--- src/rtl/dfft_pkg.sv ---
package dfft_pkg;

   localparam int unsigned FRAME_HALF_BITS = 38;
   localparam logic [5:0]  FRAME_LEN       = 6'd38;

   // register index codes
   localparam logic CSR_HALF_BIT_TICKS = 1'b0;
   localparam logic CSR_INVERT_POLARITY = 1'b1;

   localparam logic OP_TICK = 1'b0;
   localparam logic OP_SEND = 1'b1;

   typedef struct packed {
      logic       op;
      logic [7:0] address_byte;
      logic [7:0] data_byte;
   } req_data_type;

   typedef struct packed {
      logic line_level;
      logic busy_res;
      logic rejected;
   } rsp_data_type;

   typedef logic [FRAME_HALF_BITS-1:0] frame_type;

   // Start bit, address MSB first, data MSB first, two stop symbols (four high halves).
   function automatic frame_type build_frame(input logic [7:0] addr, input logic [7:0] data,
                                             input logic inv);
      logic [16:0] bits;
      frame_type   f;
      bits = {1'b1, addr, data};
      f    = '0;
      for (int i = 0; i < 17; i++) begin
         f[FRAME_HALF_BITS-1-2*i] = bits[16-i] ^ inv;
         f[FRAME_HALF_BITS-2-2*i] = ~(bits[16-i] ^ inv);
      end
      f[3:0] = 4'hF;
      return f;
   endfunction

endpackage

--- src/rtl/dfft_core.sv ---
module dfft_core import dfft_pkg::*; #(
   parameter int unsigned TICK_WIDTH = 24
) (
   input  logic                  clock,
   input  logic                  reset,
   input  logic                  step,
   input  req_data_type          item,
   input  logic [TICK_WIDTH-1:0] half_bit_ticks,
   input  logic                  invert_polarity,
   output rsp_data_type          result
);

   frame_type             shift_ff, shift_in;
   logic [5:0]            left_ff, left_in;
   logic [TICK_WIDTH-1:0] count_ff, count_in;
   logic                  line_ff, line_in;
   logic                  rejected;
   logic                  busy;

   assign busy = (left_ff != 6'd0);

   always_comb begin
      shift_in = shift_ff;
      left_in  = left_ff;
      count_in = count_ff;
      line_in  = line_ff;
      rejected = 1'b0;
      if (item.op == OP_SEND) begin
         if (busy) begin
            rejected = 1'b1;
         end else begin
            shift_in = build_frame(item.address_byte, item.data_byte, invert_polarity);
            left_in  = FRAME_LEN;
            count_in = half_bit_ticks;
         end
      end else if (busy) begin
         if (count_ff > TICK_WIDTH'(1)) begin
            count_in = count_ff - TICK_WIDTH'(1);
         end else begin
            line_in  = shift_ff[FRAME_HALF_BITS-1];
            shift_in = {shift_ff[FRAME_HALF_BITS-2:0], 1'b0};
            left_in  = left_ff - 6'd1;
            count_in = (left_in != 6'd0) ? half_bit_ticks : '0;
         end
      end
   end

   assign result.line_level = line_in;
   assign result.busy_res   = (left_in != 6'd0);
   assign result.rejected   = rejected;

   always_ff @(posedge clock) begin
      if (reset) begin
         shift_ff <= '0;
         left_ff  <= 6'd0;
         count_ff <= '0;
         line_ff  <= 1'b1;
      end else if (step) begin
         shift_ff <= shift_in;
         left_ff  <= left_in;
         count_ff <= count_in;
         line_ff  <= line_in;
      end
   end

endmodule

--- src/rtl/dfft_outq.sv ---
module dfft_outq import dfft_pkg::*; (
   input  logic         clock,
   input  logic         reset,
   input  logic         push,
   input  rsp_data_type push_data,
   output logic         full,
   output logic         rsp_valid,
   input  logic         rsp_stall,
   output rsp_data_type rsp_data
);

   rsp_data_type slot_ff [2];
   logic [1:0]   count_ff, count_in;
   logic         wr_ptr_ff, rd_ptr_ff;
   logic         pop;

   assign full      = (count_ff == 2'd2);
   assign rsp_valid = (count_ff != 2'd0);
   assign rsp_data  = slot_ff[rd_ptr_ff];
   assign pop       = rsp_valid && !rsp_stall;

   always_comb begin
      count_in = count_ff;
      if (push && !pop) begin
         count_in = count_ff + 2'd1;
      end else if (pop && !push) begin
         count_in = count_ff - 2'd1;
      end
   end

   always_ff @(posedge clock) begin
      if (push) begin
         slot_ff[wr_ptr_ff] <= push_data;
      end
   end

   always_ff @(posedge clock) begin
      if (reset) begin
         count_ff  <= 2'd0;
         wr_ptr_ff <= 1'b0;
         rd_ptr_ff <= 1'b0;
      end else begin
         count_ff <= count_in;
         if (push) begin
            wr_ptr_ff <= ~wr_ptr_ff;
         end
         if (pop) begin
            rd_ptr_ff <= ~rd_ptr_ff;
         end
      end
   end

endmodule

--- src/rtl/dali_forward_frame_transmitter_unit.sv ---
// Path: an accepted transaction is held in the input register, and its result is written
//   into the output queue once the queue has room and shown on rsp_valid from then on.
// Throughput: one transaction per cycle while req_stall is low; the two-entry output queue
//   holds results while the consumer stalls, and req_stall rises only when the input register
//   and queue are full. Reset (synchronous, active high): line idles high, no frame pending,
//   queue empty, half_bit_ticks = 10000 (truncated to TICK_WIDTH), polarity normal.
module dali_forward_frame_transmitter_unit import dfft_pkg::*; #(
   parameter int unsigned TICK_WIDTH = 24
) (
   input  logic                  clock,
   input  logic                  reset,
   input  logic                  req_valid,
   output logic                  req_stall,
   input  req_data_type          req_data,
   output logic                  rsp_valid,
   input  logic                  rsp_stall,
   output rsp_data_type          rsp_data,
   input  logic                  csr_write_enable,
   input  logic                  csr_index,
   input  logic [TICK_WIDTH-1:0] csr_write_data
);

   localparam logic [TICK_WIDTH-1:0] TICKS_RESET = TICK_WIDTH'(10000);

   // configuration registers
   logic [TICK_WIDTH-1:0] half_bit_ticks_ff;
   logic                  invert_ff;

   // input register
   logic         s1_valid_ff, s1_valid_in;
   req_data_type s1_data_ff;

   logic         req_accept;
   logic         s1_advance;
   logic         q_full;
   rsp_data_type step_result;

   always_ff @(posedge clock) begin
      if (reset) begin
         half_bit_ticks_ff <= TICKS_RESET;
         invert_ff         <= 1'b0;
      end else if (csr_write_enable) begin
         unique case (csr_index)
            CSR_HALF_BIT_TICKS:  half_bit_ticks_ff <= csr_write_data;
            CSR_INVERT_POLARITY: invert_ff         <= csr_write_data[0];
            default: ;
         endcase
      end
   end

   // Stall only depends on registered state: held item plus full queue.
   assign req_stall  = s1_valid_ff && q_full;
   assign req_accept = req_valid && !req_stall;
   assign s1_advance = s1_valid_ff && !q_full;

   always_comb begin
      s1_valid_in = s1_valid_ff;
      if (req_accept) begin
         s1_valid_in = 1'b1;
      end else if (s1_advance) begin
         s1_valid_in = 1'b0;
      end
   end

   always_ff @(posedge clock) begin
      if (reset) begin
         s1_valid_ff <= 1'b0;
      end else begin
         s1_valid_ff <= s1_valid_in;
      end
   end

   always_ff @(posedge clock) begin
      if (req_accept) begin
         s1_data_ff <= req_data;
      end
   end

   // Frame state: countdown, half-bit shifter, line level
   dfft_core #(
      .TICK_WIDTH(TICK_WIDTH)
   ) u_core (
      .clock          (clock),
      .reset          (reset),
      .step           (s1_advance),
      .item           (s1_data_ff),
      .half_bit_ticks (half_bit_ticks_ff),
      .invert_polarity(invert_ff),
      .result         (step_result)
   );

   dfft_outq u_outq (
      .clock    (clock),
      .reset    (reset),
      .push     (s1_advance),
      .push_data(step_result),
      .full     (q_full),
      .rsp_valid(rsp_valid),
      .rsp_stall(rsp_stall),
      .rsp_data (rsp_data)
   );

   // a refusal only happens with a frame in flight, which stays in flight
   assert property (@(posedge clock) disable iff (reset)
      rsp_valid && rsp_data.rejected |-> rsp_data.busy_res)
      else $error("rejected result without busy");

   // stall implies an item is held in the input register and a result is presented
   assert property (@(posedge clock) disable iff (reset)
      req_stall |-> s1_valid_ff && rsp_valid)
      else $error("stall without held transaction");

   // nothing comes out right after reset
   assert property (@(posedge clock)
      reset |=> !rsp_valid && !s1_valid_ff)
      else $error("result present after reset");

endmodule

--- config.mk ---
export PLATFORM = sky130hd
export DESIGN_NAME = dali_forward_frame_transmitter_unit
export DESIGN_NICKNAME = d
export VERILOG_FILES = /design/src/rtl/dfft_pkg.sv /design/src/rtl/dfft_core.sv /design/src/rtl/dfft_outq.sv /design/src/rtl/dali_forward_frame_transmitter_unit.sv
export SDC_FILE = /design/constraint.sdc
export NUM_CORES = 1
export LEC_CHECK = 0
export BUFFER_PORTS_ARGS = -buffer_cell sky130_fd_sc_hd__buf_2
export CORE_MARGIN = 10
export CORE_UTILIZATION = 46
export DETAILED_ROUTE_END_ITERATION = 8
export PLACE_DENSITY = 0.65
export SYNTH_ARGS = -nofsm -noshare
export SYNTH_HDL_FRONTEND = slang
export SYNTH_SLANG_ARGS = --single-unit
--- constraint.sdc ---
create_clock -name clock -period 4.15 [get_ports clock]
set_input_delay 0.2075 -clock clock [delete_from_list [all_inputs] [get_ports clock]]
set_output_delay 0.2075 -clock clock [all_outputs]
set_load 0.02 [all_outputs]
==> results of run 1 <==
power by group through the flow:
stage	registers [W]	logic [W]	clock network (W)
after global routing	0.00152	0.00144	0.00150
after floorplan	0.00148	0.00102	0
after global placement	0.00151	0.00124	0
after CTS	0.00150	0.00129	0.00145
final	0.00150	0.00129	0.00142
after detailed placement	0.00152	0.00126	0
area by class of cell:
| class | instances | area (µm²) |
|---|---|---|
| Clock buffer | 22 | 454 |
| Clock inverter | 10 | 114 |
| Fill cell | 1099 | 5260 |
| Inverter | 10 | 37.5 |
| Multi-Input combinational cell | 480 | 2840 |
| Sequential cell | 123 | 2690 |
| Tap cell | 168 | 210 |
| Timing Repair Buffer | 83 | 548 |
worst min-delay path by stage:
stage	start	to	slack, ns	depth (start not counted)
2_1_floorplan	req_data[0]	s1_data_ff[0]	0.31	0
3_3_place_gp	req_data[14]	s1_data_ff[14]	0.38	1
3_5_place_dp	req_data[10]	s1_data_ff[10]	0.39	1
4_1_cts	req_valid	s1_valid_ff	0.002	3
5_1_grt	csr_write_data[22]	half_bit_ticks_ff[22]	0.02	3
6_report	req_valid	s1_valid_ff	0.02	3
layer usage:
metal / vias to the layer above / share of wire (%) / GRT usage [%]
met3: 13 / 5.4 / 5.30
met4: 0 / 1.0 / 5.32
met5: - / 0 / 0
met1: 2295 / 46 / 18.3
met2: 133 / 47 / 25.0
li1: 2458 / - / -
cell families after synthesis:
logic type | Yosys count | synth area share (%)
buf+inv | 54 | 4.10
flops | 123 | 46.7
compound gates | 143 | 17.7
xor+xnor | 37 | 5.62
fa+ha+maj | 8 | 1.74
simple gates | 287 | 23.1
mux | 5 | 0.934
critical path: cells and delay by family (launching register included):
kind            cells  cell delay [ns]
simple gates        4             1.60
buf+inv             1             0.46
flops               1             0.37
compound gates      2             0.45
state kept, by name, summed over array words and instances, names as in the netlist, named ones only:
name               flops
u_core.shift_ff       38
half_bit_ticks_ff     24
u_core.count_ff       24
s1_data_ff            17
u_core.left_ff         6
u_outq.slot_ff         6
u_outq.count_ff        2
invert_ff              1
s1_valid_ff            1
u_core.line_ff         1
u_outq.rd_ptr_ff       1
u_outq.wr_ptr_ff       1
cell usage after synthesis, types with 2 or more instances:
| cell | instances |
|---|---|
| nand3_1 | 12 |
| xnor2_1 | 23 |
| and3_1 | 4 |
| nor4_1 | 9 |
| a31oi_1 | 8 |
| inv_1 | 7 |
| buf_4 | 4 |
| o211ai_1 | 20 |
| mux2_2 | 3 |
| a311oi_1 | 6 |
| a22oi_1 | 2 |
| clkinv_1 | 2 |
| a221oi_1 | 15 |
| nand4_1 | 7 |
| nor2b_1 | 3 |
| xor2_1 | 14 |
| a211oi_1 | 5 |
| nor3_1 | 26 |
| a311oi_2 | 12 |
| or2_2 | 3 |
| a21oi_1 | 52 |
| o21ai_0 | 13 |
| buf_6 | 2 |
| buf_2 | 3 |
| nand2_1 | 116 |
| dfxtp_1 | 100 |
| mux2i_1 | 2 |
| nand2b_1 | 4 |
| o22ai_1 | 2 |
| ha_1 | 8 |
| clkbuf_1 | 34 |
| nor2_1 | 72 |
| nand3b_1 | 8 |
| edfxtp_1 | 23 |
| or4_1 | 4 |
| or3_1 | 9 |
metrics by stage:
step | hold WS [ns] | util, %
2_1_floorplan | 0.306 | -
3_3_place_gp | 0.383 | 50.3
3_5_place_dp | 0.386 | 50.3
4_1_cts | 0.00204 | 56.7
5_1_grt | 0.0192 | 56.7
6_report | 0.0176 | 56.7
==> metrics.md, run 1 <==
| Metric | Value |
|---|---|
| Outcome | `completed` |
| Worst vdd ir | `444 µV` |
| Syn Inst Count | `657` |
| Avg WL per Cell | `between 10 and 15 µm` |
| Final wirelength | `13300 µm` |
| Slowest CP cell | `nor4_2` |
| Total power after layout | `0.00421 W` |
| Period minus WS final | `2.99 ns` |
| Final HPWL DP | `8700 µm` |
| # resized after CTS | `0` |
| Design area | `6900 µm²` |
| CP Data Required Time | `4.48 ns` |
| Setup Crit Path Kind | `register to register` |
| Final setup vio count | `0` |
| Max incr delay on CP | `roughly 0.54 ns` |
| Nature of the critical path endpoint | `register` |
| Logic pwr share | `30.6%` |
| Max Freq | `0.334 GHz` |
| Grt total ovfl | `0` |
| Commonest non-fill, non-tap cell in the layout | `nand2_1` |
| 1st-iter DRT viols | `just under 400` |
| Pwr Density | `610 nW/µm²` |
| FF-to-FF setup slack | `~1.2 ns` |
| FF+latch count, synth | `123` |
| Clock transition at the registers of the reported paths | `0.05 ns` |
| Psw | `~0.0014 W` |
| Num rows | `40` |
| Die height | `132 µm` |
| Commonest non-fill, non-tap cells in the layout | `nand2_1, dfxtp_1, nor2_1` |
| CTS tree | `done` |
| Vias in the first global route | `between 4000 and 5000` |
| Synth Cell Area | `5760 µm²` |
| Core area | `12200 µm²` |
| Maximum clock path buffer count | `2` |
| Final Hold Viols | `0` |
| CP Launch Type | `register` |
| CP max FO | `55` |
| First-pass GRT wire length | `22400 µm` |
| Final TNS setup | `0 ns` |
| Post-synth net total | `between 700 and 800` |
| Final period utilization | `72.1%` |
| Final setup margin | `1.16 ns` |
| CTS root buf | `clkbuf_16` |
| CTS Hold Bufs | `21` |
| Buffers on Ports | `51` |
| Worst Path Arrival | `approximately 3.3 ns` |
| DIE AREA | `17400 µm²` |
| Synth cell types | `56` |
| CP endpoint | `u_core.shift_ff[14]` |
| Area growth syn-to-layout | `19.7%` |
| Worst slack, placed | `1.13 ns` |
| Number of antenna diodes | `0` |
| Largest net degree at the start of global routing | `56` |
| R2R cell count | `7` |
| Pre-antenna DRT Iters | `6` |
| Final Net Count | `just under 800` |
| Share of flip-flops with an asynchronous set or reset | `0%` |
| Vias post-DR | `4899` |
| Die width | `around 130 µm` |
| Synth top area cells | `dfxtp_1, edfxtp_1, nand2_1, nor2_1, a21oi_1` |
| Num CTS Buffers | `17` |
| Max-Cap Viols | `0` |
| Critical Path Source | `u_core.count_ff[2]` |
| IO Pins | `52` |
| DRC | `0` |
| RSZ-0062 raised after global routing | `false` |
| Hold WC Path Type | `input pin to register` |
| Reg power frac | `35.7%` |
| Gr usage total | `15.3%` |
| Placed Area | `6120 µm²` |
| Num Clock Sinks | `between 100 and 150` |
| Post-CTS setup buffers | `0` |
| Max_slew headroom | `between 30% and 40%` |
| Initial Util | `47.4%` |
| Drt via density | `5.47` |
| Avg Inst Size Synth | `around 9 µm²` |
| Worst Skew | `0.0108 ns` |
| Placer Congestion | `between 0.9 and 1` |
| Sw frac | `between 30% and 40%` |
| Worst-Margin Slew | `1.01 ns` |
| ANT nets after route | `0` |
| Initial antenna violation count | `0` |
| Number of max-slew violations in the final report | `0` |
| Synth top area share | `34.7%` |
| Post-Layout Cell Count | `896` |
| Yosys warns | `0` |
| Post-synth EDFFs | `23` |
| Reg-to-Reg Start | `u_core.count_ff[2]` |
| Int Pwr | `between 0.002 and 0.003 W` |
| Leakage | `2.53 nW` |
| Post-synth top flop | `dfxtp_1` |
| Clock network power share | `33.7%` |
| Area leader, netlist | `dfxtp_1` |
| FF-to-FF End | `u_core.shift_ff[14]` |
| Seq/Total Area, Yosys | `46.7%` |
| Clk Latency, worst-skew pair | `around 0.42 ns` |
| CP Cell Sequence | `nor4_2, nand4_1, nor3_4, o21a_2, buf_4, nor2_1, a311oi_2` |
| Share of cells above drive strength 1 | `15.7%` |
| Dpl cells | `843` |
| Htree depth | `4` |
(Power assumes the default switching activity.)
==> run 2: changes to the inputs <==
ABC_AREA = 1   (was default)
PLACE_DENSITY = 0.67   (was 0.65)
clock period = 2.6 ns   (was 4.15 ns; I/O delays follow)
==> run 2 against run 1 <==
- synthesized cell count rose by 40%
- register-to-register slack lost 0.82 ns
- cell area is 12% higher
- routed wire length increased by 18%
- cell count is 32% higher
- first-iteration DRC count rose by 20%
- maximum frequency increased by 32%
- critical path depth is 4 higher
- highest routed layer unchanged
- combinational power rose to 2.8 times the previous value
- via count grew 24%
- clock skew shrank 0.0026 ns
- sequential share of layout area shrank 4.2 points
==> metrics.md, run 2 <==
| Metric | Value |
|---|---|
| Worst-Margin Slew | `1.03 ns (+0.0126 ns)` |
| Pwr Density | `1090 nW/µm² (+78%)` |
| Vias post-DR | `6052 (+24%)` |
| Final TNS setup | `0 ns (unchanged)` |
| Maximum clock path buffer count | `2 (unchanged)` |
| FF+latch count, synth | `123 (unchanged)` |
| Number of antenna diodes | `0 (unchanged)` |
| Buffers on Ports | `51 (unchanged)` |
| Nature of the critical path endpoint | `register` |
| Clock transition at the registers of the reported paths | `0.05 ns (about the same)` |
| Share of flip-flops with an asynchronous set or reset | `0% (unchanged)` |
| ANT nets after route | `0 (unchanged)` |
| CP max FO | `8 (-85%)` |
| Area growth syn-to-layout | `20.1%` |
| Avg WL per Cell | `13.4 µm (-10%)` |
| CTS root buf | `clkbuf_16` |
| Post-synth EDFFs | `23 (unchanged)` |
| CP Data Required Time | `2.76 ns (-1.72 ns)` |
| Num CTS Buffers | `17 (unchanged)` |
| Biggest regs | `u_core.shift_ff: 38 flops, half_bit_ticks_ff: 24 flops, u_core.count_ff: 24 flops` |
| Period minus WS final | `2.26 ns (-0.729 ns)` |
| Seq/Total Area, Yosys | `41.9% (-4.9 points)` |
| R2R cell count | `11 (+4)` |
| Core area | `13800 µm² (+13%)` |
| Hold WC Path Type | `input pin to register` |
| Drt via density | `5.12 (-6.3%)` |
| Grt total ovfl | `0 (unchanged)` |
| Reg-to-Reg Start | `u_core.count_ff[0]` |
| Num rows | `43 (+7.5%)` |
| Yosys warns | `0 (unchanged)` |
| CP Launch Type | `register` |
| RSZ-0062 raised after global routing | `false` |
| Final Net Count | `1044 (+36%)` |
| Max Freq | `0.442 GHz (+32%)` |
| Die width | `138 µm (+4.8%)` |
| Pre-antenna DRT Iters | `6 (unchanged)` |
| Critical Path Source | `u_core.count_ff[0]` |
| Gr usage total | `16.5% (+1.2 points)` |
| Post-synth top flop | `dfxtp_1` |
| DRC | `0 (unchanged)` |
| CTS Hold Bufs | `33 (+57%)` |
| FF-to-FF setup slack | `0.34 ns (-0.82 ns)` |
| Setup Crit Path Kind | `register to register` |
| Syn Inst Count | `922 (+40%)` |
| Synth top area cells | `dfxtp_1, nand2_1, edfxtp_1, a21oi_1, nand3_1` |
| Core Util, Final | `56.1% (-0.65 points)` |
| Hold path depth | `3 (unchanged)` |
| Htree depth | `4 (unchanged)` |
| Largest Register | `u_core.shift_ff` |
| Final Hold Viols | `0 (unchanged)` |
| DIE AREA | `19100 µm² (+9.9%)` |
| Post-synth top cells | `nand2_1, a21oi_1, nor2_1, dfxtp_1, nand3_1` |
| Num Clock Sinks | `123 (unchanged)` |
| Commonest non-fill, non-tap cell in the layout | `nand2_1` |
| Vias in the first global route | `5657 (+20%)` |
| Total power after layout | `0.00841 W (+100%)` |
| # resized after CTS | `0 (unchanged)` |
| Area leader, netlist | `dfxtp_1` |
| Largest net degree at the start of global routing | `64 (+14%)` |
| Final setup vio count | `0 (unchanged)` |
| Die height | `138 µm (+4.8%)` |
| Commonest non-fill, non-tap cells in the layout | `nand2_1, a21oi_1, nor2_1` |
| IO Pins | `52 (unchanged)` |
| Avg Inst Size Synth | `6.98 µm² (-20%)` |
| First-pass GRT wire length | `26900 µm (+20%)` |
| Final HPWL DP | `10100 µm (+17%)` |
| Worst vdd ir | `549 µV (+24%)` |
| Worst Skew | `0.00822 ns (-0.00263 ns)` |
| Worst Path Arrival | `2.42 ns (-0.90 ns)` |
| Synth Cell Area | `6430 µm² (+12%)` |
| FF-to-FF End | `u_outq.slot_ff[1][1]` |
| Synth cell types | `35 (-38%)` |
| Max-Cap Viols | `0 (unchanged)` |
| 1st-iter DRT viols | `465 (+20%)` |
| Post-synth net total | `977 (+37%)` |
| Placer Congestion | `0.887 (-3.5%)` |
| Final period utilization | `86.9% (+15 points)` |
| Final wirelength | `15800 µm (+18%)` |
| Initial Util | `46.7% (-0.67 points)` |
| Initial antenna violation count | `0 (unchanged)` |
| Most common cell in the synthesized netlist | `nand2_1` |
| Worst hold start | `csr_write_data[21]` |
| CTS tree | `done` |
| Share of cells above drive strength 1 | `12.6% (-3.1 points)` |
| Number of max-slew violations in the final report | `0 (unchanged)` |
| Max_slew headroom | `31.6% (+0.033 points)` |
| Hold EP | `half_bit_ticks_ff[21]` |
| Clk Latency, worst-skew pair | `0.42 ns (about the same)` |
| Post-CTS setup buffers | `0 (unchanged)` |
| Synth top area share | `31.1% (-3.6 points)` |
| Leakage | `3.30 nW (+31%)` |
| Outcome | `completed` |
| Max reg flops | `38 (unchanged)` |
[run 2: worst max-delay path by stage]
stage	endpoint	slack, ns	depth (start not counted)
CTS	u_core.shift_ff[6]	0.35	11
global placement	u_outq.slot_ff[1][1]	0.39	11
floorplan	u_core.count_ff[10]	0.27	10
finish	u_outq.slot_ff[1][1]	0.34	11
detailed placement	u_core.shift_ff[12]	0.36	11
global route	u_outq.slot_ff[1][1]	0.09	11
[run 2: stage by stage]
stage / instance area [µm²] / setup WS [ns] / hold WS [ns] / std cells
detailed placement: 6790 / 0.360 / 0.308 / 1117
CTS: 7720 / 0.346 / 0.00498 / 1181
global placement: 6790 / 0.388 / 0.307 / 1117
floorplan: 6430 / 0.273 / 0.229 / 922
global route: 7720 / 0.0927 / 0.0172 / 1181
finish: 7720 / 0.339 / 0.0136 / 1181
[run 2: cell type report]
type	instances	area, µm²
fill	1300	6050
multi-input combinational	682	3250
sequential	123	2690
timing repair buffer	98	703
clock buffer	24	483
inverter	67	251
tap	180	225
clock inverter	7	118
[run 2: report_power, final]
group	leakage, nW	internal [W]	switching, W
clock	0.282	0.00158	0.000832
combinational	1.98	0.00121	0.00240
sequential	1.03	0.00220	0.000174
[run 2: critical path, stage by stage, from the launching register on]
cell,delay [ns]
dfxtp_1,0.32
inv_1,0.11
ha_1,0.25
o21ai_1,0.11
nor2_1,0.11
nand3_1,0.29
nor2_1,0.36
nand2_1,0.09
o21ai_0,0.12
nand2_1,0.08
nor2_1,0.08
nand2_1,0.08
[run 2: metal layers]
metal	vias up	GRT usage, %	wire length, µm	part of all wire (%)
met1	2747	20.6	7540	48
met3	12	4.97	645	4.1
met4	0	4.77	172	1.1
met2	122	26.9	7430	47
li1	3171	-	-	-
met5	-	0	0	0
[run 2: cells by family (layout without fill, tap and decap cells)]
| family | Yosys count | after routing | synth area share (%) |
|---|---|---|---|
| muxes | 3 | 3 | 0.525 |
| and+or+nand+nor | 473 | 473 | 32.2 |
| adders and majority gates | 8 | 8 | 1.56 |
| AOI/OAI and AO/OA | 188 | 188 | 14.9 |
| DFF | 123 | 123 | 41.9 |
| buffers and inverters | 117 | 196 | 7.62 |
| xor gates and xnor gates | 10 | 10 | 1.36 |
==> run 3: changes to the inputs <==
--- a/config.mk
+++ b/config.mk
@@ -8,3 +8,3 @@
 export ABC_AREA = 1
-export BUFFER_PORTS_ARGS = -buffer_cell sky130_fd_sc_hd__buf_2
+export CORE_ASPECT_RATIO = 0.5
 export CORE_MARGIN = 10
@@ -12,3 +12,4 @@
 export DETAILED_ROUTE_END_ITERATION = 8
-export PLACE_DENSITY = 0.67
+export DONT_BUFFER_PORTS = 1
+export PLACE_DENSITY = 0.64
 export SYNTH_ARGS = -nofsm -noshare
==> constraint.sdc (replaced) <==
create_clock -name clock -period 2.6 [get_ports clock]
set_input_delay 0.52 -clock clock [delete_from_list [all_inputs] [get_ports clock]]
set_output_delay 0.52 -clock clock [all_outputs]
set_load 0.02 [all_outputs]
==> run 3 against run 2 <==
- cell area down 7.4%
- core utilization fell by 3.6 points
- count of clock-buffer cells in the layout is 6 lower
- maximum frequency fell by 1.1%
- worst hold slack improved by 0.17 ns
- highest routed layer unchanged
==> metrics.md, run 3 (synthesis gave the netlist of run 2 again) <==
| Metric | Value |
|---|---|
| Outcome | `completed` |
| Num CTS Buffers | `17 (unchanged)` |
| Biggest regs | `u_core.shift_ff: 38 flops, half_bit_ticks_ff: 24 flops, u_core.count_ff: 24 flops` |
| Htree depth | `4 (unchanged)` |
| Psw | `0.00346 W (+1.4%)` |
| Max reg flops | `38 (unchanged)` |
| RSZ-0062 raised after global routing | `false` |
| Final wirelength | `15300 µm (-3.1%)` |
| Setup Crit Path Kind | `register to register` |
| Most Used Layer, Global Route | `met2` |
| Final HPWL DP | `10200 µm (+0.12%)` |
| Met1 Usage GRT | `20.9% (+0.28 points)` |
| Initial Util | `47.2% (+0.51 points)` |
| Max-Cap Viols | `0 (unchanged)` |
| DRC | `0 (unchanged)` |
| # fillers | `1284 (-1.2%)` |
| Avg WL per Cell | `13.7 µm (+2.8%)` |
| FF/Latch Area | `2690 µm² (unchanged)` |
| Gr usage total | `15.9% (-0.63 points)` |
| Area occupied by multi-input gates | `3250 µm² (unchanged)` |
| Logic pwr share | `42.8% (-0.2 points)` |
| Worst Path Arrival | `2.59 ns (+0.17 ns)` |
| Grt total ovfl | `0 (unchanged)` |
| Num Clock Sinks | `123 (unchanged)` |
| Final TNS setup | `0 ns (unchanged)` |
| Leakage | `2.96 nW (-10%)` |
| Post-CTS setup buffers | `0 (unchanged)` |
| Max_slew headroom | `44.7% (+13 points)` |
| IO Pins | `52 (unchanged)` |
| Placer Congestion | `0.884 (-0.35%)` |
| Worst vdd ir | `523 µV (-4.6%)` |
| 1st-iter DRT viols | `451 (-3.0%)` |
| Buffers on Ports | `0 (-100%)` |
| M2 GR Usage | `24.9% (-2.0 points)` |
| CP Launch Type | `register` |
| Met3 GRT Util | `3.95% (-1.0 points)` |
| Vias post-DR | `5797 (-4.2%)` |
| Number of max-slew violations in the final report | `0 (unchanged)` |
| Core area | `13600 µm² (-1.1%)` |
| Clock network power share | `28.0% (-0.7 points)` |
| Pwr Density | `1140 nW/µm² (+4.8%)` |
| Initial antenna violation count | `0 (unchanged)` |
| Die height | `104 µm (-25%)` |
| Die width | `187 µm (+35%)` |
| Clock transition at the registers of the reported paths | `0.06 ns (about the same)` |
| Commonest non-fill, non-tap cell in the layout | `nand2_1` |
| Final Net Count | `963 (-7.8%)` |
| Worst-Margin Slew | `0.829 ns (-0.196 ns)` |
| Total power after layout | `0.00816 W (-3.0%)` |
| Final Hold Viols | `0 (unchanged)` |
| Commonest non-fill, non-tap cells in the layout | `nand2_1, a21oi_1, nor2_1` |
| Period minus WS final | `2.29 ns (+0.0260 ns)` |
| First-pass GRT wire length | `26200 µm (-2.7%)` |
| CTS root buf | `clkbuf_16` |
| Reg power frac | `29.2% (+1.0 points)` |
| Final setup vio count | `0 (unchanged)` |
| Nature of the critical path endpoint | `register` |
| Final period utilization | `87.9% (+1.0 points)` |
| Largest Register | `u_core.shift_ff` |
| Worst Skew | `0.00842 ns (+0.000202 ns)` |
| CP max FO | `36 (+28)` |
| Vias in the first global route | `5484 (-3.1%)` |
| Sw frac | `42.4% (+1.8 points)` |
| Maximum clock path buffer count | `2 (unchanged)` |
| CP Data Required Time | `2.91 ns (+0.15 ns)` |
| # resized after CTS | `0 (unchanged)` |
| Number of antenna diodes | `0 (unchanged)` |
| Share of cells above drive strength 1 | `9.12% (-3.5 points)` |
| Clk Latency, worst-skew pair | `0.42 ns (about the same)` |
| DIE AREA | `19400 µm² (+1.5%)` |
| Pre-antenna DRT Iters | `5 (-1)` |
| Int Pwr | `0.00470 W (-5.9%)` |
| Area growth syn-to-layout | `11.1%` |
| CTS tree | `done` |
| Max Freq | `0.437 GHz (-1.1%)` |
| Largest net degree at the start of global routing | `65 (+1.6%)` |
| Worst slack, placed | `0.358 ns (-0.00285 ns)` |
| CTS Hold Bufs | `0 (-100%)` |
| Drt via density | `5.21 (+1.6%)` |
| Final setup margin | `0.313 ns (-0.0260 ns)` |
| Hold WC Path Type | `input pin to register` |
| Num rows | `30 (-30%)` |
| ANT nets after route | `0 (unchanged)` |
[run 3: cell type report]
type / instances / share of cell area, %
clock inverter: 14 / 1.91
clock buffer: 18 / 6.14
inverter: 67 / 3.52
timing repair buffer: 17 / 1.96
tap: 192 / 3.36
sequential: 123 / 37.7
multi-input combinational: 682 / 45.5
[run 3: routing by layer]
metal / up-vias / routed length [µm]
li1: 3022 / -
met4: 0 / 195
met5: - / 0
met3: 17 / 681
met1: 2634 / 7600
met2: 124 / 6820
[run 3: path summary, 6_finish.rpt]
path                      from             endpoint  slack, ns  cells past startpoint
max          u_core.left_ff[0]  u_core.shift_ff[23]       0.31                      9
max reg2reg  u_core.left_ff[0]  u_core.shift_ff[23]       0.31                      9
min reg2reg   u_outq.rd_ptr_ff     u_outq.rd_ptr_ff       0.45                      1
min                      reset  u_core.shift_ff[34]       0.18                      1
[run 3: critical path, cell delays in order (launching register included)]
cell	delay (ns)
dfxtp_1	0.34
clkinv_1	0.21
ha_1	0.27
nand4_1	0.14
inv_1	0.13
ha_1	0.25
nor2_4	0.30
nand2_4	0.30
nand2_1	0.15
a21oi_1	0.07
[run 3: power groups by stage]
stage / Sequential (W) / Combinational, W / Clock (W)
2_1_floorplan: 0.00236 / 0.00293 / 0
3_3_place_gp: 0.00241 / 0.00345 / 0
3_5_place_dp: 0.00242 / 0.00348 / 0
4_1_cts: 0.00238 / 0.00351 / 0.00233
5_1_grt: 0.00241 / 0.00403 / 0.00242
6_report: 0.00238 / 0.00349 / 0.00229
[run 3: per-stage QoR]
| stage | util (%) | std cells | cell area [µm²] | hold slack (ns) |
|---|---|---|---|---|
| 6_report | 52.5 | 1113 | 7150 | 0.180 |
| 4_1_cts | 52.5 | 1113 | 7150 | 0.156 |
| 3_3_place_gp | 48.3 | 1081 | 6580 | 0.434 |
| 5_1_grt | 52.5 | 1113 | 7150 | 0.154 |
| 2_1_floorplan | - | 922 | 6430 | 0.422 |
| 3_5_place_dp | 48.3 | 1081 | 6580 | 0.442 |
